File: src/rtl/fifo_lock_grant_arbiter_unit_macros.svh
// Assertion macros shared by the lock arbiter RTL.
`ifndef FIFO_LOCK_GRANT_ARBITER_UNIT_MACROS_SVH
`define FIFO_LOCK_GRANT_ARBITER_UNIT_MACROS_SVH

// Same-cycle implication.
`define FLGA_ASSERT_SAME(label, clk, rst, ante, cons, msg) \
   label: assert property (@(posedge clk) disable iff (rst) (ante) |-> (cons)) \
      else $error(msg);

// Next-cycle implication.
`define FLGA_ASSERT_NEXT(label, clk, rst, ante, cons, msg) \
   label: assert property (@(posedge clk) disable iff (rst) (ante) |=> (cons)) \
      else $error(msg);

`endif

File: src/rtl/flga_pkg.sv
// Package: widths, codes and shared types of the lock arbiter.
`default_nettype none

package flga_pkg;

   localparam int QueueDepthDef   = 16;
   localparam int ProcessCountDef = 256;

   localparam int OPCODE_W = 2;
   localparam int PID_W    = 8;
   localparam int CLIENT_W = 5;
   localparam int STATUS_W = 3;
   localparam int COUNT_W  = 32;

   localparam logic [OPCODE_W-1:0] OP_REQUEST = 2'd0;
   localparam logic [OPCODE_W-1:0] OP_RELEASE = 2'd1;

   localparam logic [STATUS_W-1:0] ST_ACCEPTED         = 3'd0;
   localparam logic [STATUS_W-1:0] ST_GRANT            = 3'd1;
   localparam logic [STATUS_W-1:0] ST_RELEASE_UNLOCKED = 3'd2;
   localparam logic [STATUS_W-1:0] ST_UNKNOWN_OP       = 3'd3;
   localparam logic [STATUS_W-1:0] ST_QUEUE_FULL       = 3'd4;

   localparam logic [COUNT_W-1:0] COUNT_MAX = '1;

   // Decision passed from the front end to the back end.
   typedef struct packed {
      logic                grant;
      logic [STATUS_W-1:0] status;
      logic [PID_W-1:0]    pid;
      logic [CLIENT_W-1:0] client;
   } cmd_type;

   typedef struct packed {
      logic    valid;
      cmd_type cmd;
   } cmd_push_type;

   typedef struct packed {
      logic    valid;
      cmd_type cmd;
   } cmd_pull_type;

endpackage

`default_nettype wire

File: src/rtl/flga_cmd_queue.sv
// Two-entry decision queue between front end and back end.
`default_nettype none

module flga_cmd_queue (
   input  wire logic                  clock,
   input  wire logic                  reset,
   input  wire flga_pkg::cmd_push_type push,
   output      logic                  full,
   input  wire logic                  pop,
   output      flga_pkg::cmd_pull_type pull
);
   import flga_pkg::*;

   logic [1:0] count_ff, count_in;
   logic       wr_ptr_ff, wr_ptr_in;
   logic       rd_ptr_ff, rd_ptr_in;
   cmd_type    entries_ff [2];
   logic       do_write;
   logic       do_read;

   assign full     = (count_ff == 2'd2);
   assign do_write = push.valid & ~full;
   assign do_read  = pop & (count_ff != 2'd0);

   always_comb begin
      wr_ptr_in = do_write ? ~wr_ptr_ff : wr_ptr_ff;
      rd_ptr_in = do_read  ? ~rd_ptr_ff : rd_ptr_ff;
      count_in  = count_ff + 2'(do_write) - 2'(do_read);
   end

   always_ff @(posedge clock) begin
      if (reset) begin
         count_ff  <= '0;
         wr_ptr_ff <= 1'b0;
         rd_ptr_ff <= 1'b0;
      end else begin
         count_ff  <= count_in;
         wr_ptr_ff <= wr_ptr_in;
         rd_ptr_ff <= rd_ptr_in;
      end
   end

   always_ff @(posedge clock) begin
      if (do_write) begin
         entries_ff[wr_ptr_ff] <= push.cmd;
      end
   end

   assign pull.valid = (count_ff != 2'd0);
   assign pull.cmd   = entries_ff[rd_ptr_ff];

endmodule

`default_nettype wire

File: config.mk
export PLATFORM = sky130hd
export DESIGN_NAME = flga_cmd_queue
export DESIGN_NICKNAME = d
export VERILOG_FILES = /design/src/rtl/fifo_lock_grant_arbiter_unit_macros.svh /design/src/rtl/flga_pkg.sv /design/src/rtl/flga_cmd_queue.sv
export SDC_FILE = /design/constraint.sdc
export NUM_CORES = 1
export LEC_CHECK = 0
export ABC_AREA = 1
export BUFFER_PORTS_ARGS = -buffer_cell sky130_fd_sc_hd__buf_2
export CORE_MARGIN = 2
export CORE_UTILIZATION = 55
export DETAILED_ROUTE_END_ITERATION = 8
export PLACE_DENSITY = 0.84
export RECOVER_POWER = 25
export SETUP_SLACK_MARGIN = 0.5
export SYNTH_ARGS = -nofsm -noshare
export SYNTH_HDL_FRONTEND = slang
export SYNTH_SLANG_ARGS = --single-unit
File: constraint.sdc
create_clock -name clock -period 3.26 [get_ports clock]
set_clock_uncertainty 0.15 [all_clocks]
set_input_delay 0.163 -clock clock [delete_from_list [all_inputs] [get_ports clock]]
set_output_delay 0.163 -clock clock [all_outputs]
set_load 0.02 [all_outputs]
### Yosys cells after proc, flatten, opt, wreduce, memory -nomap -nowiden

Memory sizes are Yosys's and may differ from the RTL's. A register that Yosys moved wholly into a read port is not among the register bits.
Index checks and enable logic that the tools add are counted.

| word-level totals | value |
|---|---|
| bits in writable memories | 34 |
| memory bits (read-only) | 0 |
| memories kept | 1 |
| flip-flop bits (word level) | 4 |
| word-level logic and storage cells | 17 |
| latch bits | 0 |
| output and inout bits | 19 |
| input port bits | 21 |

| cells by class | value |
|---|---|
| div/mod/pow operators | 0 |
| $mul | 0 |
| reduce and logical (&&, ||, !) cells | 1 |
| muxes and demuxes | 4 |
| shift operators | 0 |
| order comparisons | 0 |
| bitwise logic cells | 5 |
| add/sub/neg operators | 2 |
| equality and inequality tests | 1 |

Memories:

| name | words | bits a word | rd ports | clocked after Yosys merged registers in | write ports | line | RTL |
|---|---|---|---|---|---|---|---|
| entries_ff | 2 | 17 | 1 | 1 | 1 | flga_cmd_queue.sv:17 | `cmd_type entries_ff [2];` |

Operators by type and width:

| kind | number |
|---|---|
| 1-bit 2-to-1 mux | 4 |
| 1-bit NOT | 3 |
| 2-bit by 1-bit adder with 2-bit output | 1 |
| 1-bit bitwise AND | 2 |
| 2-bit equality test, second input constant | 1 |
| 2-bit nonzero test | 1 |
| 2-bit by 1-bit subtractor with 2-bit output | 1 |

### Logic depth before layout (Yosys ltp)

Gate-level depths: netlist (run 1).

| depth | value |
|---|---|
| depth after elaboration | 5 |
| mapped depth | 11 |
| mapped depth without buffers | 11 |

### Worst setup path before layout (run 1)

OpenSTA, ideal clock, no wires.

| timing path | value |
|---|---|
| path type | flip-flop to flip-flop |
| start point | register count_ff[0] |
| end point | memory entries_ff[0][0] in the netlist's numbering, enable pin |
| data required time | 2.720 ns |
| path slack | 1.426 ns |
| buffers on the path | 0 |
| arrival | 1.294 ns |
| setup time | 0.390 ns |
| cell stages (with the launch flop) | 5 |
| clock period less this slack | 1.834 ns |
| cell sequence | dfxtp_1 inv_1 nand2_1 nand2_1 nor2_1 |

| on the way | value |
|---|---|
| cells in the longest elaborated chain, start to end | 5 |

Ends and longest elaborated chain:

| item | line | RTL |
|---|---|---|
| start, declared | flga_cmd_queue.sv:14 | `logic [1:0] count_ff, count_in;` |
| start signal, assigned | flga_cmd_queue.sv:37 | `count_ff <= count_in;` |
| 2-bit equality test | flga_cmd_queue.sv:21 | `assign full = (count_ff == 2'd2);` |
| 1-bit NOT | flga_cmd_queue.sv:22 | `assign do_write = push.valid & ~full;` |
| 1-bit bitwise AND | flga_cmd_queue.sv:22 |  |
| 1-bit 2-to-1 mux | flga_cmd_queue.sv:44 | `if (do_write) begin` |
| 1-bit 2-to-1 mux (not written as such) | flga_cmd_queue.sv:45 | `entries_ff[wr_ptr_ff] <= push.cmd;` |
| end, declared | flga_cmd_queue.sv:17 |  |

No other way between the ends.

==> results_tabular.tex, run 1 <==
\begin{tabular}{lr}
\hline
Metric & Value \\
\hline
\multicolumn{2}{l}{\textbf{Worst setup path}} \\
\quad Endpoint of the worst-slack reg-to-reg timing path & entries\_ff[0][13]\$\_DFFE\_PP\_ \\
\quad CP Data Required Time & 2.95 ns \\
\quad Arrival time at the worst endpoint & 1.85 ns \\
\quad Crit Reg-Reg Startpoint & count\_ff[0]\$\_SDFF\_PP0\_ \\
\quad Worst Setup Start Kind & flop \\
\quad Crit-path max FO & 17 \\
\quad Crit end category & primary output \\
\quad Class of the most critical setup path & reg -> out \\
\quad Destination of the critical timing path & pull[2] \\
\quad Minimum setup slack among reg-to-reg paths & roughly 1.3 ns \\
\quad Register-to-Register Path Depth & 5 \\
\multicolumn{2}{l}{\textbf{Drt}} \\
\quad Per-cell routed wire length & 14.11 um \\
\quad Number of iterations in the first detailed-routing pass & 4 \\
\quad Mean number of vias per cell & between 5 and 6 \\
\quad DR DRC count & 0 \\
\quad Number of DRC markers after the initial detailed-route iteration & 19 \\
\quad Overall via count from detail\_route & between 900 and 1,000 \\
\quad Number of nets with antenna violations after routing & 0 \\
\quad DRT Wirelength & $\sim$2700 um \\
\multicolumn{2}{l}{\textbf{CTS}} \\
\quad Skew-Pair Late Insertion Delay & 0.35 ns \\
\quad Total CTS buffers & 5 \\
\quad Maximum buffer depth of the clock tree & 2 \\
\quad CTS Hold Buffers Added & 20 \\
\quad Max H-tree Level & 2 \\
\quad Clock slew at the register clock pins of the worst setup and hold paths & 0.11 ns \\
\quad Sink Count & 39 \\
\quad Post-cts resize count & 0 \\
\quad Setup fix buffers added after clock tree synthesis & 0 \\
\quad Clock tree from TritonCTS & built \\
\quad CTS Root Cell & clkbuf\_4 \\
\multicolumn{2}{l}{\textbf{Global routing}} \\
\quad Number of antenna violations at the first check in global routing & 0 \\
\quad Via count of the first global-routing pass & 976 \\
\quad Tot GR Track Use & 18.29\% \\
\quad First-pass GRT wire length & 4209 um \\
\quad Maximum number of pins on one net before global-route repair & 18 \\
\quad Congestion Overflow GR & 0 \\
\multicolumn{2}{l}{\textbf{Synth}} \\
\quad Number of warnings issued by yosys & 0 \\
\quad Gate count of the mapped netlist & 91 \\
\quad Syn Std Cell Area & 0.001529 mm\^{}2 \\
\quad Syn\_nets & 114 \\
\quad Count of unique library cells instantiated by Yosys & 12 \\
\quad Sequential area share after synthesis & between 70\% and 80\% \\
\quad Yosys reg bits & 39 \\
\quad Synthesized area divided by synthesized cell count & about 17 um\^{}2 \\
\multicolumn{2}{l}{\textbf{Placed design}} \\
\quad \# placed instances & 160 \\
\quad Cell area after placement & around 0.0017 mm\^{}2 \\
\quad Count of buffers from port buffering & 39 \\
\quad Final weighted congestion in routability-driven placement & roughly 0.65 \\
\quad Placed wire-length estimate after detailed placement & 1695 um \\
\multicolumn{2}{l}{\textbf{Status}} \\
\quad Result of the run & finished, final reports clean \\
\multicolumn{2}{l}{\textbf{Pwr}} \\
\quad Cell Pwr Density & 692.6 mW/mm\^{}2 \\
\quad Maximum ir drop on the vdd rail & 574.3 uV \\
\quad Leakage power & between 0.8 and 0.9 nW \\
\quad Total power & 1.372 mW \\
\multicolumn{2}{l}{\textbf{Timing}} \\
\quad Worst max-slew margin expressed relative to the limit & about two fifths \\
\quad Highest Clock Rate & 461.9 MHz \\
\quad Count of final setup violators & 0 \\
\quad Part of the cycle the worst path needs & around two thirds \\
\quad Actual slew at the worst max-slew pin & slightly below 0.9 ns \\
\quad Setup Total Neg Slack & 0 ns \\
\quad Slew Viols, Final & 0 \\
\quad Post-layout min period & between 2 and 2.5 ns \\
\quad Final hold viol count & 0 \\
\quad RSZ-0062 raised after global routing & false \\
\multicolumn{2}{l}{\textbf{Job}} \\
\quad Total of max-cap violations & 0 \\
\multicolumn{2}{l}{\textbf{Floorplan}} \\
\quad Standard-cell row count & 19 \\
\quad Core area & 0.002686 mm\^{}2 \\
\quad Die Height & 56.73 um \\
\quad Die Wd & 56.73 um \\
\quad Starting density of the core & between 50\% and 60\% \\
\quad Number of top-level pins & 40 \\
\quad Full die area & 0.003218 mm\^{}2 \\
\multicolumn{2}{l}{\textbf{Layout}} \\
\quad Filler Cell Count & approximately 170 \\
\quad Number of antenna cells inserted & 0 \\
\quad Final core area utilization & 73.73\% \\
\quad Most frequent cells in the layout & edfxtp\_1, buf\_2, dlygate4sd3\_1, mux2\_4 \\
\quad Final std cell area, no fill & slightly below 0.002 mm\^{}2 \\
\quad Storage element area & 0.001121 mm\^{}2 \\
\quad Final standard cell count with taps included and fillers excluded & 188 \\
\quad Synthesis-to-layout area growth & 29.54\% \\
\quad Most frequent standard cell in the layout excluding fill and tap cells & edfxtp\_1 \\
\quad Proportion of layout cells with a drive suffix above 1 & 35.67\% \\
\quad Count of nets after finishing & 179 \\
\quad Multi-input combinational cell area & 342.8 um\^{}2 \\
\multicolumn{2}{l}{\textbf{Worst hold path}} \\
\quad Class of the tightest hold or removal check & in -> reg \\
\hline
\end{tabular}
==> metal layers <==
| layer | part of all wire [%] | vias to the layer above | GRT usage [%] |
|---|---|---|---|
| li1 | - | 454 | - |
| met1 | 36 | 442 | 18.23 |
| met2 | 55 | 32 | 31.73 |
| met3 | 5.2 | 14 | 7.143 |
| met4 | 4.0 | 0 | 10.88 |
| met5 | 0 | - | 0 |
==> Yosys cell counts, drive strengths merged <==
cell type  count  area, um^2
a21oi          2       10.01
dfxtp          5       100.1
edfxtp        34        1021
nand3          3       15.01
nand2          8       30.03
ha             2       25.02
inv            9       33.78
mux2          17       229.0
buf            2       31.28
nor2           9       33.78
==> final cells by class <==
type                    instances  share of cell area [%]
repair buffers                 60                   19.90
inverters                       9                   1.706
clock buffers                   7                   2.274
well taps                      31                   1.958
flip-flops and latches         39                   56.60
clock inverters                 1                  0.2527
multi-input cells              41                   17.31
==> power breakdown <==
group / leakage [nW] / switching [mW] / total, mW / internal, mW
Sequential: 0.359 / 0.0553 / 0.690 / 0.635
Combinational: 0.434 / 0.250 / 0.450 / 0.201
Clock: 0.0293 / 0.147 / 0.232 / 0.0841
Total: 0.822 / 0.452 / 1.37 / 0.920
==> per-stage QoR <==
step,worst slack (ns),hold slack [ns]
2_1_floorplan,1.426,0.08422
3_3_place_gp,1.423,0.1839
6_report,1.095,0.3633
5_1_grt,0.9486,0.3492
4_1_cts,1.055,0.3442
3_5_place_dp,1.356,0.1870
==> sequential cells by signal, summed over array words and instances, names as in the netlist, named ones only <==
signal and flops:
entries_ff 34, count_ff 2, rd_ptr_ff 1, wr_ptr_ff 1
==> worst max-delay path, cell delays in order (launching register included) <==
cell and delay [ns]:
dfxtp_1 0.92, mux2_2 0.41, buf_2 0.16
==> worst min-delay path by stage <==
stage / start / to / slack, ns / cells after the start
after detailed placement: reset / count_ff[0]$_SDFF_PP0_ / 0.19 / 2
final: reset / count_ff[0]$_SDFF_PP0_ / 0.36 / 3
after global placement: reset / count_ff[0]$_SDFF_PP0_ / 0.18 / 2
after CTS: reset / count_ff[0]$_SDFF_PP0_ / 0.34 / 3
after floorplan: reset / count_ff[0]$_SDFF_PP0_ / 0.08 / 1
after global routing: reset / count_ff[0]$_SDFF_PP0_ / 0.35 / 3
==> kinds of logic after synthesis <==
kind of cell	after synthesis	synth area share, %
adders and majority gates	2	1.636
DFF	39	73.32
muxes	17	14.98
buffers and inverters	11	4.255
AOI/OAI and AO/OA	2	0.6547
and+or+nand+nor	20	5.155
(Power assumes the default switching activity.)
==> run 2: changes to the inputs <==
--- a/config.mk
+++ b/config.mk
@@ -8,9 +8,9 @@
 export ABC_AREA = 1
 export BUFFER_PORTS_ARGS = -buffer_cell sky130_fd_sc_hd__buf_2
 export CORE_MARGIN = 2
-export CORE_UTILIZATION = 55
+export CORE_UTILIZATION = 51
 export DETAILED_ROUTE_END_ITERATION = 8
-export PLACE_DENSITY = 0.84
+export PLACE_DENSITY = 0.78
 export RECOVER_POWER = 25
 export SETUP_SLACK_MARGIN = 0.5
 export SYNTH_ARGS = -nofsm -noshare
==> constraint.sdc (replaced) <==
create_clock -name clock -period 2.1 [get_ports clock]
set_clock_uncertainty 0.15 [all_clocks]
set_input_delay 0.105 -clock clock [delete_from_list [all_inputs] [get_ports clock]]
set_output_delay 0.105 -clock clock [all_outputs]
set_load 0.02 [all_outputs]
==> results_tabular.tex, run 2 (synthesized netlist as in run 1, its figures left out) <==
\begin{tabular}{lr}
\hline
Metric & Value \\
\hline
\multicolumn{2}{l}{\textbf{Status}} \\
\quad Result of the run & complete, but fails checks \\
\quad Violated checks & design-rule violations \\
\multicolumn{2}{l}{\textbf{Timing}} \\
\quad Post-layout min period & 1.608 ns \\
\quad Part of the cycle the worst path needs & 76.55\% \\
\quad Count of final setup violators & 0 \\
\quad Final hold viol count & 0 \\
\quad RSZ-0062 raised after global routing & true \\
\quad Hold slack final & 0.2963 ns \\
\quad Highest Clock Rate & 622.1 MHz \\
\quad Worst max-slew margin expressed relative to the limit & 83.98\% \\
\quad Actual slew at the worst max-slew pin & $\sim$0.24 ns \\
\quad Slew Viols, Final & 0 \\
\quad Setup Total Neg Slack & 0 ns \\
\multicolumn{2}{l}{\textbf{Pwr}} \\
\quad Comb power frac & 36.8\% \\
\quad Clock network fraction of total power & 22.9\% \\
\quad Internal power & between 1.5 and 2 mW \\
\quad Cell Pwr Density & 1194 mW/mm\^{}2 \\
\quad Switching share of total power & 30.52\% \\
\quad Sequential fraction of design power & 40.4\% \\
\quad Maximum ir drop on the vdd rail & $\sim$900 uV \\
\quad Power dissipated by switching net loads & between 0.8 and 0.9 mW \\
\quad Leakage power & 0.9267 nW \\
\multicolumn{2}{l}{\textbf{Layout}} \\
\quad Register ranked first by flip-flop count & entries\_ff \\
\quad Leading registers by flop count & entries\_ff: 34 flops, count\_ff: 2 flops \\
\quad Proportion of layout cells with a drive suffix above 1 & 49.69\% \\
\quad Max reg flops & 34 \\
\quad Synthesis-to-layout area growth & 46.81\% \\
\quad Most frequent cells in the layout & edfxtp\_1, buf\_2, dlygate4sd3\_1, mux2\_4 \\
\quad Count of nets after finishing & 185 \\
\quad Storage element area & 0.001132 mm\^{}2 \\
\quad Number of antenna cells inserted & 0 \\
\quad Multi-input combinational cell area & 427.9 um\^{}2 \\
\quad Filler Cell Count & 158 \\
\quad Most frequent standard cell in the layout excluding fill and tap cells & edfxtp\_1 \\
\multicolumn{2}{l}{\textbf{Drt}} \\
\quad Number of iterations in the first detailed-routing pass & 8 \\
\quad Mean number of vias per cell & approximately 5 \\
\quad Per-cell routed wire length & 16.14 um \\
\quad Number of DRC markers after the initial detailed-route iteration & 20 \\
\quad DRT Wirelength & between 3000 and 4000 um \\
\quad Number of nets with antenna violations after routing & 0 \\
\quad Overall via count from detail\_route & between 900 and 1,000 \\
\quad DR DRC count & 3 \\
\multicolumn{2}{l}{\textbf{Global routing}} \\
\quad Maximum number of pins on one net before global-route repair & 18 \\
\quad Via count of the first global-routing pass & 992 \\
\quad First-pass GRT wire length & 4436 um \\
\quad Number of antenna violations at the first check in global routing & 0 \\
\quad Tot GR Track Use & 18.38\% \\
\quad Congestion Overflow GR & 0 \\
\multicolumn{2}{l}{\textbf{CTS}} \\
\quad Skew-Pair Late Insertion Delay & approximately 0.34 ns \\
\quad Maximum buffer depth of the clock tree & 2 \\
\quad Total CTS buffers & 5 \\
\quad Clock tree from TritonCTS & built \\
\quad Sink Count & 39 \\
\quad Max H-tree Level & 2 \\
\quad CTS Root Cell & clkbuf\_4 \\
\quad Clock slew at the register clock pins of the worst setup and hold paths & approximately 0.11 ns \\
\multicolumn{2}{l}{\textbf{Placed design}} \\
\quad Placed wire-length estimate after detailed placement & 1706 um \\
\quad Count of buffers from port buffering & 39 \\
\quad Final weighted congestion in routability-driven placement & 0.6740 \\
\multicolumn{2}{l}{\textbf{Worst setup path}} \\
\quad Worst Setup Start Kind & flop \\
\quad Crit end category & primary output \\
\quad Crit-path max FO & 10 \\
\quad Class of the most critical setup path & reg -> out \\
\quad CP Data Required Time & approximately 1.9 ns \\
\quad Arrival time at the worst endpoint & 1.35 ns \\
\quad Minimum setup slack among reg-to-reg paths & 0.49 ns \\
\multicolumn{2}{l}{\textbf{Floorplan}} \\
\quad Die Wd & 58.76 um \\
\quad Standard-cell row count & 19 \\
\quad Core area & 0.002805 mm\^{}2 \\
\quad Starting density of the core & a little over half \\
\quad Die Height & 58.76 um \\
\quad Number of top-level pins & 40 \\
\quad Full die area & 0.003452 mm\^{}2 \\
\multicolumn{2}{l}{\textbf{Job}} \\
\quad Total of max-cap violations & 0 \\
\multicolumn{2}{l}{\textbf{Worst hold path}} \\
\quad Class of the tightest hold or removal check & in -> reg \\
\hline
\end{tabular}
## run 2: changes by cell type in the layout (fill, tap and decap cells not counted), sizes merged
cell    change
buf         +9
clkbuf      -4
bufinv      +2
clkinv      -1
## run 2: metal layers
metal / vias up / track usage (%) / wire [um]
li1: 467 / - / -
met1: 461 / 19.35 / 1169
met2: 40 / 32.22 / 1720
met3: 6 / 6.374 / 171
met4: 0 / 9.416 / 69
met5: - / 0 / 0
## run 2: path summary, 6_finish.rpt
path         depth (start not counted)                      to              startpoint
max reg2reg                         10  count_ff[1]$_SDFF_PP0_  count_ff[0]$_SDFF_PP0_
min                                  3  count_ff[0]$_SDFF_PP0_                   reset
min reg2reg                          2  wr_ptr_ff$_SDFFE_PP0N_  wr_ptr_ff$_SDFFE_PP0N_
max                                  3                pull[14]                    flop
## run 2: area by class of cell
type / instances / area share [%]
clock inverter: 2 / 2.676
timing repair buffer: 66 / 22.74
clock buffer: 6 / 1.839
tap: 31 / 1.728
sequential: 39 / 50.45
inverter: 9 / 1.505
multi-input combinational: 41 / 19.06
## run 2: power groups by stage
stage | sequential, mW | clock, mW | combinational, mW
2_1_floorplan | 1.04 | 0 | 0.548
3_3_place_gp | 1.05 | 0 | 0.688
3_5_place_dp | 1.06 | 0 | 0.711
4_1_cts | 1.05 | 0.622 | 0.877
5_1_grt | 1.10 | 0.653 | 1.05
6_report | 1.08 | 0.613 | 0.985
## run 2: stage by stage
step / std cells / cell area [um^2] / util [%] / setup slack (ns) / power (mW)
6_report: 194 / 2245 / 80.02 / 0.4925 / 2.680
5_1_grt: 194 / 2245 / 80.02 / 0.4364 / 2.798
4_1_cts: 194 / 2167 / 77.25 / 0.4831 / 2.548
3_5_place_dp: 163 / 1764 / 62.89 / 0.3380 / 1.776
3_3_place_gp: 163 / 1764 / 62.89 / 0.5156 / 1.742
2_1_floorplan: 91 / 1531 / - / 0.5352 / 1.584
## run 2: worst max-delay path: stages (launching register included)
cell	delay [ns]
dfxtp_4	0.41
buf_12	0.15
mux2_4	0.30
buf_2	0.16
## run 2: repair_timing
| action | in CTS | in global routing |
|---|---|---|
| pin swaps | 2 | 5 |
| hold buffers | 20 | 0 |
| hold endpoints to repair | 39 | 0 |
| buffers inserted | 3 | 0 |
| setup endpoints to repair | 18 | 18 |
| gates resized for setup | 20 | 24 |
