### config.mk
export PLATFORM = sky130hd
export DESIGN_NAME = flga_front_flat
export DESIGN_NICKNAME = d
export VERILOG_FILES = /design/src/rtl/flga_pkg.sv /design/src/rtl/flga_ifs.sv /design/src/rtl/flga_ram.sv /design/src/rtl/flga_front.sv /design/src/flat_wrapper.sv
export VERILOG_INCLUDE_DIRS = /design/src /design/src/rtl
export SDC_FILE = /design/constraint.sdc
export NUM_CORES = 1
export LEC_CHECK = 0
export BUFFER_PORTS_ARGS = -buffer_cell sky130_fd_sc_hd__buf_2
export CAP_MARGIN = 5
export CORE_MARGIN = 2
export CORE_UTILIZATION = 55
export CTS_BUF_LIST = sky130_fd_sc_hd__clkbuf_2
export CTS_CLUSTER_DIAMETER = 40
export CTS_CLUSTER_SIZE = 10
export DETAILED_ROUTE_END_ITERATION = 6
export PLACE_DENSITY = 0.72
export SYNTH_ARGS = -nofsm -noshare
export SYNTH_HDL_FRONTEND = slang
export SYNTH_SLANG_ARGS = --single-unit
### constraint.sdc
create_clock -name clock -period 6.7 [get_ports clock]
set_input_delay 0.335 -clock clock [delete_from_list [all_inputs] [get_ports clock]]
set_output_delay 0.335 -clock clock [all_outputs]
set_load 0.03 [all_outputs]
### src/rtl/fifo_lock_grant_arbiter_unit_macros.svh
// Assertion macros shared by the lock arbiter RTL.
`ifndef FIFO_LOCK_GRANT_ARBITER_UNIT_MACROS_SVH
`define FIFO_LOCK_GRANT_ARBITER_UNIT_MACROS_SVH

// Same-cycle implication.
`define FLGA_ASSERT_SAME(label, clk, rst, ante, cons, msg) \
   label: assert property (@(posedge clk) disable iff (rst) (ante) |-> (cons)) \
      else $error(msg);

// Next-cycle implication.
`define FLGA_ASSERT_NEXT(label, clk, rst, ante, cons, msg) \
   label: assert property (@(posedge clk) disable iff (rst) (ante) |=> (cons)) \
      else $error(msg);

`endif

### src/rtl/flga_pkg.sv
// Package: widths, codes and shared types of the lock arbiter.
`default_nettype none

package flga_pkg;

   localparam int QueueDepthDef   = 16;
   localparam int ProcessCountDef = 256;

   localparam int OPCODE_W = 2;
   localparam int PID_W    = 8;
   localparam int CLIENT_W = 5;
   localparam int STATUS_W = 3;
   localparam int COUNT_W  = 32;

   localparam logic [OPCODE_W-1:0] OP_REQUEST = 2'd0;
   localparam logic [OPCODE_W-1:0] OP_RELEASE = 2'd1;

   localparam logic [STATUS_W-1:0] ST_ACCEPTED         = 3'd0;
   localparam logic [STATUS_W-1:0] ST_GRANT            = 3'd1;
   localparam logic [STATUS_W-1:0] ST_RELEASE_UNLOCKED = 3'd2;
   localparam logic [STATUS_W-1:0] ST_UNKNOWN_OP       = 3'd3;
   localparam logic [STATUS_W-1:0] ST_QUEUE_FULL       = 3'd4;

   localparam logic [COUNT_W-1:0] COUNT_MAX = '1;

   // Decision passed from the front end to the back end.
   typedef struct packed {
      logic                grant;
      logic [STATUS_W-1:0] status;
      logic [PID_W-1:0]    pid;
      logic [CLIENT_W-1:0] client;
   } cmd_type;

   typedef struct packed {
      logic    valid;
      cmd_type cmd;
   } cmd_push_type;

   typedef struct packed {
      logic    valid;
      cmd_type cmd;
   } cmd_pull_type;

endpackage

`default_nettype wire

### src/rtl/flga_ifs.sv
// Interfaces: request and response channels of the lock arbiter.
`default_nettype none

interface flga_req_if;
   import flga_pkg::*;
   logic                valid;
   logic                ready;
   logic [OPCODE_W-1:0] opcode;
   logic [PID_W-1:0]    process_id;
   logic [CLIENT_W-1:0] client_handle;

   modport source (output valid, output opcode, output process_id, output client_handle,
                   input ready);
   modport sink   (input valid, input opcode, input process_id, input client_handle,
                   output ready);
endinterface


`default_nettype wire

### src/rtl/flga_ram.sv
// Generic single-port-write, single-port-read RAM with registered read data.
`default_nettype none

module flga_ram #(
   parameter int WIDTH = 8,
   parameter int DEPTH = 16
) (
   input  wire logic                     clock,
   input  wire logic                     wr_en,
   input  wire logic [$clog2(DEPTH)-1:0] wr_addr,
   input  wire logic [WIDTH-1:0]         wr_data,
   input  wire logic                     rd_en,
   input  wire logic [$clog2(DEPTH)-1:0] rd_addr,
   output      logic [WIDTH-1:0]         rd_data
);

   logic [WIDTH-1:0] mem_ff [DEPTH];
   logic [WIDTH-1:0] rd_data_ff;

   always_ff @(posedge clock) begin
      if (wr_en) begin
         mem_ff[wr_addr] <= wr_data;
      end
      if (rd_en) begin
         rd_data_ff <= mem_ff[rd_addr];
      end
   end

   assign rd_data = rd_data_ff;

endmodule

`default_nettype wire

### src/rtl/flga_front.sv
// Front end: takes request words, keeps lock and queue state, decides each outcome.
`default_nettype none
`include "fifo_lock_grant_arbiter_unit_macros.svh"

module flga_front #(
   parameter int QUEUE_DEPTH = flga_pkg::QueueDepthDef
) (
   input  wire logic                  clock,
   input  wire logic                  reset,
   flga_req_if.sink                   req_chan,
   input  wire logic                  clear_busy,
   output      flga_pkg::cmd_push_type push,
   input  wire logic                  push_full
);
   import flga_pkg::*;

   localparam int QIDX_W = $clog2(QUEUE_DEPTH);
   localparam int FILL_W = $clog2(QUEUE_DEPTH + 1);
   localparam int ENTRY_W = PID_W + CLIENT_W;
   localparam logic [QIDX_W-1:0] QIDX_LAST = QIDX_W'(QUEUE_DEPTH - 1);
   localparam logic [FILL_W-1:0] FILL_FULL = FILL_W'(QUEUE_DEPTH);

   localparam logic S_IDLE = 1'b0;
   localparam logic S_PUSH = 1'b1;

   logic              state_ff, state_in;
   logic              lock_ff, lock_in;
   logic [QIDX_W-1:0] head_ff, head_in;
   logic [QIDX_W-1:0] tail_ff, tail_in;
   logic [FILL_W-1:0] fill_ff, fill_in;
   cmd_type           cmd_ff, cmd_in;
   logic              from_queue_ff, from_queue_in;

   logic               accept;
   logic               q_wr;
   logic [ENTRY_W-1:0] q_rd_data;

   assign req_chan.ready = (state_ff == S_IDLE) & ~clear_busy;
   assign accept         = req_chan.valid & req_chan.ready;

   always_comb begin
      state_in      = state_ff;
      lock_in       = lock_ff;
      head_in       = head_ff;
      tail_in       = tail_ff;
      fill_in       = fill_ff;
      cmd_in        = cmd_ff;
      from_queue_in = from_queue_ff;
      q_wr          = 1'b0;
      unique case (state_ff)
         S_IDLE: begin
            if (accept) begin
               state_in      = S_PUSH;
               from_queue_in = 1'b0;
               cmd_in.grant  = 1'b0;
               cmd_in.status = ST_ACCEPTED;
               cmd_in.pid    = req_chan.process_id;
               cmd_in.client = req_chan.client_handle;
               unique case (req_chan.opcode)
                  OP_REQUEST: begin
                     if (fill_ff == FILL_FULL) begin
                        cmd_in.status = ST_QUEUE_FULL;
                     end else if (!lock_ff) begin
                        // free lock means empty queue: grant straight away
                        cmd_in.grant  = 1'b1;
                        cmd_in.status = ST_GRANT;
                        lock_in       = 1'b1;
                     end else begin
                        q_wr    = 1'b1;
                        tail_in = (tail_ff == QIDX_LAST) ? '0 : tail_ff + QIDX_W'(1);
                        fill_in = fill_ff + FILL_W'(1);
                     end
                  end
                  OP_RELEASE: begin
                     if (!lock_ff) begin
                        cmd_in.status = ST_RELEASE_UNLOCKED;
                     end else if (fill_ff != '0) begin
                        // lock passes to the queue head, stays held
                        cmd_in.grant  = 1'b1;
                        cmd_in.status = ST_GRANT;
                        from_queue_in = 1'b1;
                        head_in = (head_ff == QIDX_LAST) ? '0 : head_ff + QIDX_W'(1);
                        fill_in = fill_ff - FILL_W'(1);
                     end else begin
                        lock_in = 1'b0;
                     end
                  end
                  default: begin
                     cmd_in.status = ST_UNKNOWN_OP;
                  end
               endcase
            end
         end
         S_PUSH: begin
            if (!push_full) begin
               state_in = S_IDLE;
            end
         end
         default: begin
            state_in = S_IDLE;
         end
      endcase
   end

   always_ff @(posedge clock) begin
      if (reset) begin
         state_ff <= S_IDLE;
         lock_ff  <= 1'b0;
         head_ff  <= '0;
         tail_ff  <= '0;
         fill_ff  <= '0;
      end else begin
         state_ff <= state_in;
         lock_ff  <= lock_in;
         head_ff  <= head_in;
         tail_ff  <= tail_in;
         fill_ff  <= fill_in;
      end
   end

   always_ff @(posedge clock) begin
      cmd_ff        <= cmd_in;
      from_queue_ff <= from_queue_in;
   end

   // head entry read on every accept; only used when the word turns out a release grant
   flga_ram #(
      .WIDTH (ENTRY_W),
      .DEPTH (QUEUE_DEPTH)
   ) u_queue_ram (
      .clock   (clock),
      .wr_en   (q_wr),
      .wr_addr (tail_ff),
      .wr_data ({req_chan.process_id, req_chan.client_handle}),
      .rd_en   (accept),
      .rd_addr (head_ff),
      .rd_data (q_rd_data)
   );

   always_comb begin
      push.valid = (state_ff == S_PUSH);
      push.cmd   = cmd_ff;
      if (from_queue_ff) begin
         push.cmd.pid    = q_rd_data[ENTRY_W-1:CLIENT_W];
         push.cmd.client = q_rd_data[CLIENT_W-1:0];
      end
   end

   `FLGA_ASSERT_SAME(a_free_lock_empty_queue, clock, reset, !lock_ff, fill_ff == '0, "lock free with queued entries")
   `FLGA_ASSERT_SAME(a_fill_bounded, clock, reset, 1'b1, fill_ff <= FILL_FULL, "queue fill beyond depth")
   `FLGA_ASSERT_SAME(a_queue_grant_holds_lock, clock, reset, push.valid && from_queue_ff, lock_ff && push.cmd.grant, "queue grant without lock")

endmodule

`default_nettype wire

### src/flat_wrapper.sv
// flat-port wrapper written by rule: the top's interface ports become plain ports
module flga_front_flat import flga_pkg::*;
#(
   parameter int QUEUE_DEPTH = flga_pkg::QueueDepthDef
)
  (clock, reset, clear_busy, push, push_full, req_chan_valid, req_chan_opcode, req_chan_process_id, req_chan_client_handle, req_chan_ready);
  flga_req_if req_chan_i ();
  input  wire logic clock;
  input  wire logic reset;
  input  wire logic clear_busy;
  output      flga_pkg::cmd_push_type push;
  input  wire logic push_full;
  input wire logic [$bits(req_chan_i.valid)-1:0] req_chan_valid;
  input wire logic [$bits(req_chan_i.opcode)-1:0] req_chan_opcode;
  input wire logic [$bits(req_chan_i.process_id)-1:0] req_chan_process_id;
  input wire logic [$bits(req_chan_i.client_handle)-1:0] req_chan_client_handle;
  output wire logic [$bits(req_chan_i.ready)-1:0] req_chan_ready;
  assign req_chan_i.valid = req_chan_valid;
  assign req_chan_i.opcode = req_chan_opcode;
  assign req_chan_i.process_id = req_chan_process_id;
  assign req_chan_i.client_handle = req_chan_client_handle;
  assign req_chan_ready = req_chan_i.ready;
  flga_front #(.QUEUE_DEPTH(QUEUE_DEPTH)) u_core (.clock(clock), .reset(reset), .req_chan(req_chan_i), .clear_busy(clear_busy), .push(push), .push_full(push_full));
endmodule
# == After elaboration in Yosys (flattened, before gate mapping) ==
# Memory sizes are Yosys's and may differ from the RTL's. A register that Yosys moved wholly into a read port is not among the register bits.
# Index checks and enable logic that the tools add are counted.
# word_totals
reg_bits,33
ram_bits,208
input_bits,20
output_inout_bits,19
word_cells,66
mem_count,1
# memory_table
name,depth,word_bits,rd,rd_clocked_by_memory_dff,write_ports,line,rtl
u_core.u_queue_ram.mem_ff,16,13,1,1,1,flga_ram.sv:17,logic [WIDTH-1:0] mem_ff [DEPTH];
# op_classes
add_sub_neg,4
eq_ne,8
n_mux,30
bitwise,5
reduce_logical,8
# ops
op,count
$mux 5,4
$mux 4,4
$mux 1,14
$mux 13,1
$pmux 5 s2,1
$reduce_and 5->1,2
$add 4x1->4 const B,2
$eq 4x4->1 const B,2
$reduce_and 7->1,1
$mux 3,2
$ne 2x1->1 const B,3
$pmux 1 s2,3
$pmux 3 s2,1
$add 5x1->5 const B,1
$eq 5x5->1 const B,1
$reduce_bool 5->1,1
$sub 5x1->5 const B,1
$reduce_and 4->1,1
$not 1->1,3
$and 1x1->1,2
$eq 2x1->1 const B,1
$logic_not 2->1,1
$ne 2x2->1 const B,1
$reduce_and 2->1,1
$reduce_bool 2->1,1

# == Logic depth before layout (Yosys ltp) ==
# Gate-level depths: netlist (run 1).
# depth
word_depth,7
mapped_depth,8
mapped_depth_nobuf,7

# == By module ==
# From an unflattened synthesis (run 1), not the netlist that was laid out.
# hier_totals
cells_unflattened,498
area_unflattened_um2,10049.6
# modules_own_cells
module,instances,cells_each,area_each_um2,seq_area_each_um2
flga_ram,1,355,8373.0,6636.4
flga_front,1,143,1676.6,840.8

# == Least setup slack after synthesis (run 1) ==
# OpenSTA, ideal clock, no wires.
# synth_timing
path_kind,input to register
start,in clear_busy
end,reg u_core.head_ff[3]
setup_ns,0.071
arrival_time_ns,2.598
required_time_ns,6.629
slack_ns,4.031
path_stages,4
path_buffers,0
path_cell_list,nor3b_1 -> o2111ai_1 -> or3b_2 -> a21oi_1
# synth_between
elab_chain_cells,4
# synth_lines
item,line,rtl
start: declaration,flat_wrapper.sv:10,input wire logic clear_busy;
$not 1->1,flga_front.sv:38,assign req_chan.ready = (state_ff == S_IDLE) & ~clear_busy;
$and 1x1->1,flga_front.sv:38,
$and 1x1->1,flga_front.sv:39,assign accept = req_chan.valid & req_chan.ready;
$reduce_and 5->1 (no source line),--,
end signal: assignment,flga_front.sv:115,head_ff <= head_in;
end: declaration,flga_front.sv:28,"logic [QIDX_W-1:0] head_ff, head_in;"
# Every way passes these cells.
# A chain may end at the register's enable or synchronous reset.

# == Worst setup path after layout (run 1) ==
# layout_timing
start,reg u_core.state_ff
end,"mem u_core.u_queue_ram.mem_ff[6][7] (netlist name), enable pin"
# layout_between
elab_chain_cells,7
# layout_lines
item,line,rtl
start: declaration,flga_front.sv:26,"logic state_ff, state_in;"
start signal: assignment,flga_front.sv:113,state_ff <= state_in;
$not 1->1 (no source line),--,
$and 1x1->1,flga_front.sv:38,
$and 1x1->1,flga_front.sv:39,
$mux 1,flga_front.sv:52,if (accept) begin
$mux 1 *,flga_front.sv:50,unique case (state_ff)
$mux 1 *,flga_ram.sv:21,if (wr_en) begin
$mux 1 (implied by the code) *,flga_ram.sv:22,mem_ff[wr_addr] <= wr_data;
end: declaration,flga_ram.sv:17,
# Mark *: on every way between the ends. The rest lies on a longest branch, timed or not.

==> results of run 1 <==
## per-stage QoR
stage | hold slack (ns) | area [sq um] | instances | power [uW]
2_1_floorplan | 0.434 | 10000 | 506 | 1810
3_3_place_gp | 0.529 | 10400 | 749 | 1850
3_5_place_dp | 0.545 | 10400 | 749 | 1850
4_1_cts | 0.116 | 10900 | 821 | 2590
5_1_grt | 0.116 | 10900 | 822 | 2670
6_report | 0.179 | 10900 | 822 | 2570
## synth_stat cells, types with 3 or more instances
master    number  area share [%]
a211oi_1       3            0.22
a21oi_1        8            0.40
a22oi_1       26             1.9
and2_1        12            0.75
and3_1         3            0.19
buf_2          7            0.35
buf_4          5            0.37
clkbuf_1      14            0.52
dfxtp_1       15             3.0
edfxtp_1     239              72
ha_1           8             1.0
inv_1         12            0.45
mux2_2        13             1.5
mux2i_1        5            0.50
mux4_2        52              12
nand2_1       17            0.64
nand2b_1       5            0.31
nor2_1        20            0.75
nor3b_1        3            0.22
o21ai_0        3            0.15
xnor2_1        3            0.26
## what timing repair did
| action | 4_1_cts | 5_1_grt |
|---|---|---|
| hold endpoints to repair | 198 | 0 |
| hold buffers | 19 | 0 |
| setup endpoints to repair | 0 | 0 |
| resized for setup | 0 | 0 |
## path summary, 6_finish.rpt
path                startpoint                              end
max            u_core.state_ff  u_core.u_queue_ram.mem_ff[6][7]
min                 clear_busy    u_core.u_queue_ram.rd_data[2]
max reg2reg    u_core.state_ff  u_core.u_queue_ram.mem_ff[6][7]
min reg2reg  u_core.head_ff[3]                u_core.head_ff[3]
## routing by layer
layer / share of wire [%] / global-route usage, % / up-vias
met1: 41 / 28.4 / 2475
li1: - / - / 2195
met2: 51 / 35.0 / 161
met3: 5.3 / 3.73 / 42
met5: 0 / 0 / -
met4: 2.6 / 6.91 / 0
## cells by family (layout without fill, tap and decap cells)
group | count (synthesis) | count (layout) | synth area share [%]
flip-flops | 254 | 254 | 74.6
multiplexers | 70 | 70 | 13.6
adder cells (fa/ha/maj) | 9 | 9 | 1.20
XOR/XNOR | 4 | 4 | 0.349
AO/OA/AOI/OAI | 55 | 55 | 4.32
buffers and inverters | 40 | 126 | 1.85
other | 0 | 1 | 0
AND/OR/NAND/NOR | 74 | 74 | 4.07
## registers in the layout, summed over array words and instances (netlist names)
register                    cells
u_core.tail_ff                  4
u_core.head_ff                  4
u_core.cmd_ff                  13
u_core.u_queue_ram.mem_ff     208
u_core.fill_ff                  5
u_core.push                     4
u_core.u_queue_ram.rd_data     13
u_core.from_queue_ff            1
u_core.lock_ff                  1
u_core.state_ff                 1
## power breakdown
group / switching, uW / internal, uW
registers: 3.97 / 1740
logic: 55.3 / 24.1
clock network: 489 / 257
total: 548 / 2020
## tightest hold or removal path, cell delays in order
cell	delay [ns]
buf_2	0.13
nor3b_2	0.05
buf_4	0.21
## area by class of cell
| cell class | instances | area [sq um] |
|---|---|---|
| Clock inverter | 9 | 96.3 |
| Clock buffer | 44 | 220 |
| Inverter | 12 | 45.0 |
| Sequential cell | 254 | 7480 |
| Timing Repair Buffer | 61 | 410 |
| Fill cell | 1325 | 6990 |
| Multi-Input combinational cell | 212 | 2370 |
| Antenna cell | 1 | 2.50 |
| Tap cell | 229 | 287 |
==> results.json, run 1 <==
{
  "critPathBufInv": 0,
  "num_rows": 49,
  "drc": 0,
  "synth_cell_types": 49,
  "drt_iter0_drc": 422,
  "finalSetupViolCount": 0,
  "grt_overflow": 0,
  "syn_area_sq_um": 10000,
  "end_kind": "register",
  "synth_cells": 506,
  "initial_utilization_pct": 56.0,
  "final_common_cell": "edfxtp_1",
  "cts_setup_buffers": 0,
  "pwr_density_cell_nw_per_um2": 235,
  "synthArstFlopShare_pct": 0,
  "holdCritPathClass": "in -> reg",
  "grt_pass1_vias": 5128,
  "port_buffers": 38,
  "layout-drive-gt1-share_pct": 28.5,
  "grt_pass1_wl_mm": 29.9,
  "max_stage_delay_ns": 0.94,
  "slew_violations": 0,
  "gp_congestion": 0.784,
  "clock_latency_ns": 0.74,
  "ys.flop_type": "edfxtp_1",
  "outcome": "complete, no violations",
  "worst-slew-pin-transition_ns": 1.34,
  "place_ws_ns": 3.19,
  "final_cell_mix": "edfxtp_1 (239), mux4_2 (52), clkbuf_2 (44), buf_2 (38), a22oi_1 (26)",
  "period_share_pct": 49.4,
  "grt_max_degree": 56,
  "relSlewSlack_pct": 10.8,
  "worstSetupPathType": "reg -> reg",
  "worstPathCellList": "or4b_4 -> a2111oi_4 -> nand3b_1 -> nor2_1",
  "nets": 604,
  "dieWidth_microns": 139,
  "numCtsBuffers": 34,
  "boundaryPins": 39,
  "skew_ns": 0.0519,
  "crit_cells": 4,
  "hpwl_mm": 12.3,
  "arrival_ns": 3.65,
  "die_area_sq_um": 19300,
  "fin_util_pct": 61.0,
  "ys_warn_count": 0,
  "clock_sinks": 254,
  "seq_area_frac_synth_pct": 74.6,
  "worstPathMaxFanout": 13,
  "cts_max_path_buffers": 3,
  "drt_wl_total_mm": 19.7,
  "fmax_mhz": 302,
  "ir_drop_v": 0.000154,
  "r2r_slack_ns": 3.39,
  "vias": 4873,
  "wl_per_cell_microns": 23.9,
  "synth_edf_count": 239,
  "clockRootBuffer": "clkbuf_2",
  "clk_pin_slew_ns": 0.17,
  "antenna_found_initial": 1,
  "cts_htree_levels": 2,
  "ant_nets": 0,
  "cp.required_ns": 7.05,
  "fin_crit_ns": 3.31,
  "rsz0062_at_grt": "no",
  "fin_setup_tns_ns": 0,
  "drv_cap": 0,
  "grt.total_usage_pct": 20.9,
  "cts_tree": "yes",
  "hold_path_depth": 3,
  "viasPerCell": 5.93,
  "first_pass_iters": 5,
  "hold_viol_final": 0,
  "timing.final.ws_setup_ns": 3.39,
  "cp-start-kind": "register",
  "reg2reg_depth": 4,
  "power.leakage_uw": 0.00352,
  "synth_nets": 535,
  "die_y_microns": 139,
  "crit_family": "simple AND/OR/NAND/NOR gates",
  "ys_ff_latch": 254,
  "syn_to_final_growth_pct": 8.89,
  "coreArea_sq_um": 17900,
  "cp_slowest_cell": "nor2_1",
  "syn_area_per_cell_sq_um": 19.8
}
No activity file was read; power rests on OpenSTA's default activity.
==> run 2: changes to the inputs <==
PLACE_DENSITY = 0.75   (was 0.72)
clock period = 2.7 ns   (was 6.7 ns; I/O delays follow)
==> results.json, run 2 (synthesis results as in run 1) <==
{
  "grt_max_degree": 38,
  "worstSetupPathType": "reg -> reg",
  "pwr_density_cell_nw_per_um2": 570,
  "reg2reg_depth": 5,
  "gp_congestion": 0.862,
  "cts_htree_levels": 2,
  "grt.total_usage_pct": 22.8,
  "clockRootBuffer": "clkbuf_2",
  "dieWidth_microns": 139,
  "r2r_slack_ns": 0.10,
  "reg2reg_from": "u_core.state_ff",
  "vias": 5263,
  "hold_path_depth": 3,
  "cp_slowest_cell": "a2111oi_4",
  "fmax_mhz": 385,
  "hold_viol_final": 0,
  "power.leakage_uw": 0.00369,
  "grt_pass1_wl_mm": 32.4,
  "initial_utilization_pct": 56.0,
  "drt_wl_total_mm": 21.5,
  "met3_usage_pct": 4.39,
  "slew_violations": 0,
  "use_met1_pct": 33.6,
  "hpwl_mm": 14.0,
  "period_share_pct": 96.3,
  "coreArea_sq_um": 17900,
  "grtUsageMet2_pct": 35.6,
  "globalRoute.busiestLayer": "met2",
  "die_y_microns": 139,
  "worst-slew-pin-transition_ns": 1.00,
  "num_rows": 49,
  "dp_cells": 771,
  "viasPerCell": 6.19,
  "finalSetupViolCount": 0,
  "cts_max_path_buffers": 3,
  "largest_reg_flops": 208,
  "worstPathMaxFanout": 13,
  "relSlewSlack_pct": 33.0,
  "boundaryPins": 39,
  "fin_setup_tns_ns": 0,
  "worstPathCellList": "or4b_4 -> a2111oi_4 -> nor3b_2 -> and2_1 -> buf_4",
  "final_cell_mix": "edfxtp_1 (239), mux4_2 (52), clkbuf_2 (42), buf_2 (38), a22oi_1 (26)",
  "fin_crit_ns": 2.60,
  "holdCritPathClass": "in -> reg",
  "grt_pass1_vias": 5286,
  "final_cells": 850,
  "drv_cap": 0,
  "crit_family": "simple AND/OR/NAND/NOR gates",
  "critPathBufInv": 1,
  "antenna_found_initial": 1,
  "drt_iter0_drc": 636,
  "r2r-end": "u_core.u_queue_ram.mem_ff[1][11]",
  "syn_to_final_growth_pct": 12.3,
  "min_from": "req_chan_opcode[1]",
  "hold_slack_ns": 0.242,
  "min_to": "u_core.push[15]",
  "final_common_cell": "edfxtp_1",
  "ir_drop_v": 0.000286,
  "arrival_ns": 3.01,
  "port_buffers": 38,
  "die_area_sq_um": 19300,
  "clock_latency_ns": 0.77,
  "wl_per_cell_microns": 25.2,
  "cts_tree": "yes",
  "clock_sinks": 254,
  "cp.required_ns": 3.11,
  "max_stage_delay_ns": 0.60,
  "timing.final.ws_setup_ns": 0.100,
  "first_pass_iters": 5,
  "layout-drive-gt1-share_pct": 31.6,
  "rsz0062_at_grt": "no",
  "end_kind": "register",
  "place_ws_ns": 0.146,
  "nets": 632,
  "ant_nets": 0,
  "outcome": "complete, no violations",
  "numCtsBuffers": 34,
  "grt_overflow": 0,
  "skew_ns": 0.0869,
  "clk_pin_slew_ns": 0.18,
  "cp-start-kind": "register",
  "drc": 0,
  "regMostFlops": "u_core.u_queue_ram.mem_ff"
}
## run 2: worst max path at each step
stage                     slack [ns]                               end       startpoint  cells after the start
final                           0.10  u_core.u_queue_ram.mem_ff[1][11]  u_core.state_ff                      5
after global routing            0.02   u_core.u_queue_ram.mem_ff[1][0]  u_core.state_ff                      5
after CTS                       0.04                   u_core.state_ff  u_core.state_ff                      7
after detailed placement        0.15   u_core.u_queue_ram.mem_ff[2][1]  u_core.state_ff                      5
after global placement          0.25   u_core.u_queue_ram.mem_ff[1][1]  u_core.state_ff                      5
after floorplan                 0.03                 u_core.head_ff[3]  u_core.state_ff                      4
## run 2: cell type report
class	instances	area, sq um
Inverter	12	45.0
Timing Repair Buffer	89	741
Clock inverter	11	111
Multi-Input combinational cell	212	2370
Sequential cell	254	7490
Clock buffer	42	210
Tap cell	229	287
Antenna cell	1	2.50
Fill cell	1243	6650
## run 2: layer usage
metal  vias to the layer above  part of all wire (%)  wire (microns)
met1                      2735                    43            9170
met4                         0                   2.2             470
met3                        34                   6.8            1460
met2                       236                    48           10400
met5                         -                     0               0
li1                       2258                     -               -
## run 2: repair_timing
action	CTS	global route
resized for setup	0	4
setup buffers	0	1
hold buffers	24	0
endpoints found under the setup margin	0	5
endpoints found under the hold margin	271	0
## run 2: worst reg2reg max path, delay by kind of cell (launching register included)
kind	cells	cell delay [ns]
AO/OA/AOI/OAI	1	0.60
buffers and inverters	1	0.22
flip-flops	1	0.40
AND/OR/NAND/NOR	3	1.03
## run 2: power by group
part           switching (uW)  internal, uW
clock network            1240           629
registers                10.2          4320
logic                     146          67.9
total                    1400          5010
## run 2: metrics by stage
step / util (%) / cell area [sq um] / power (uW)
floorplan: - / 10000 / 4500
global placement: 59.6 / 10700 / 4590
detailed placement: 59.6 / 10700 / 4600
CTS: 62.8 / 11200 / 6460
global route: 62.9 / 11300 / 6650
finish: 62.9 / 11300 / 6410
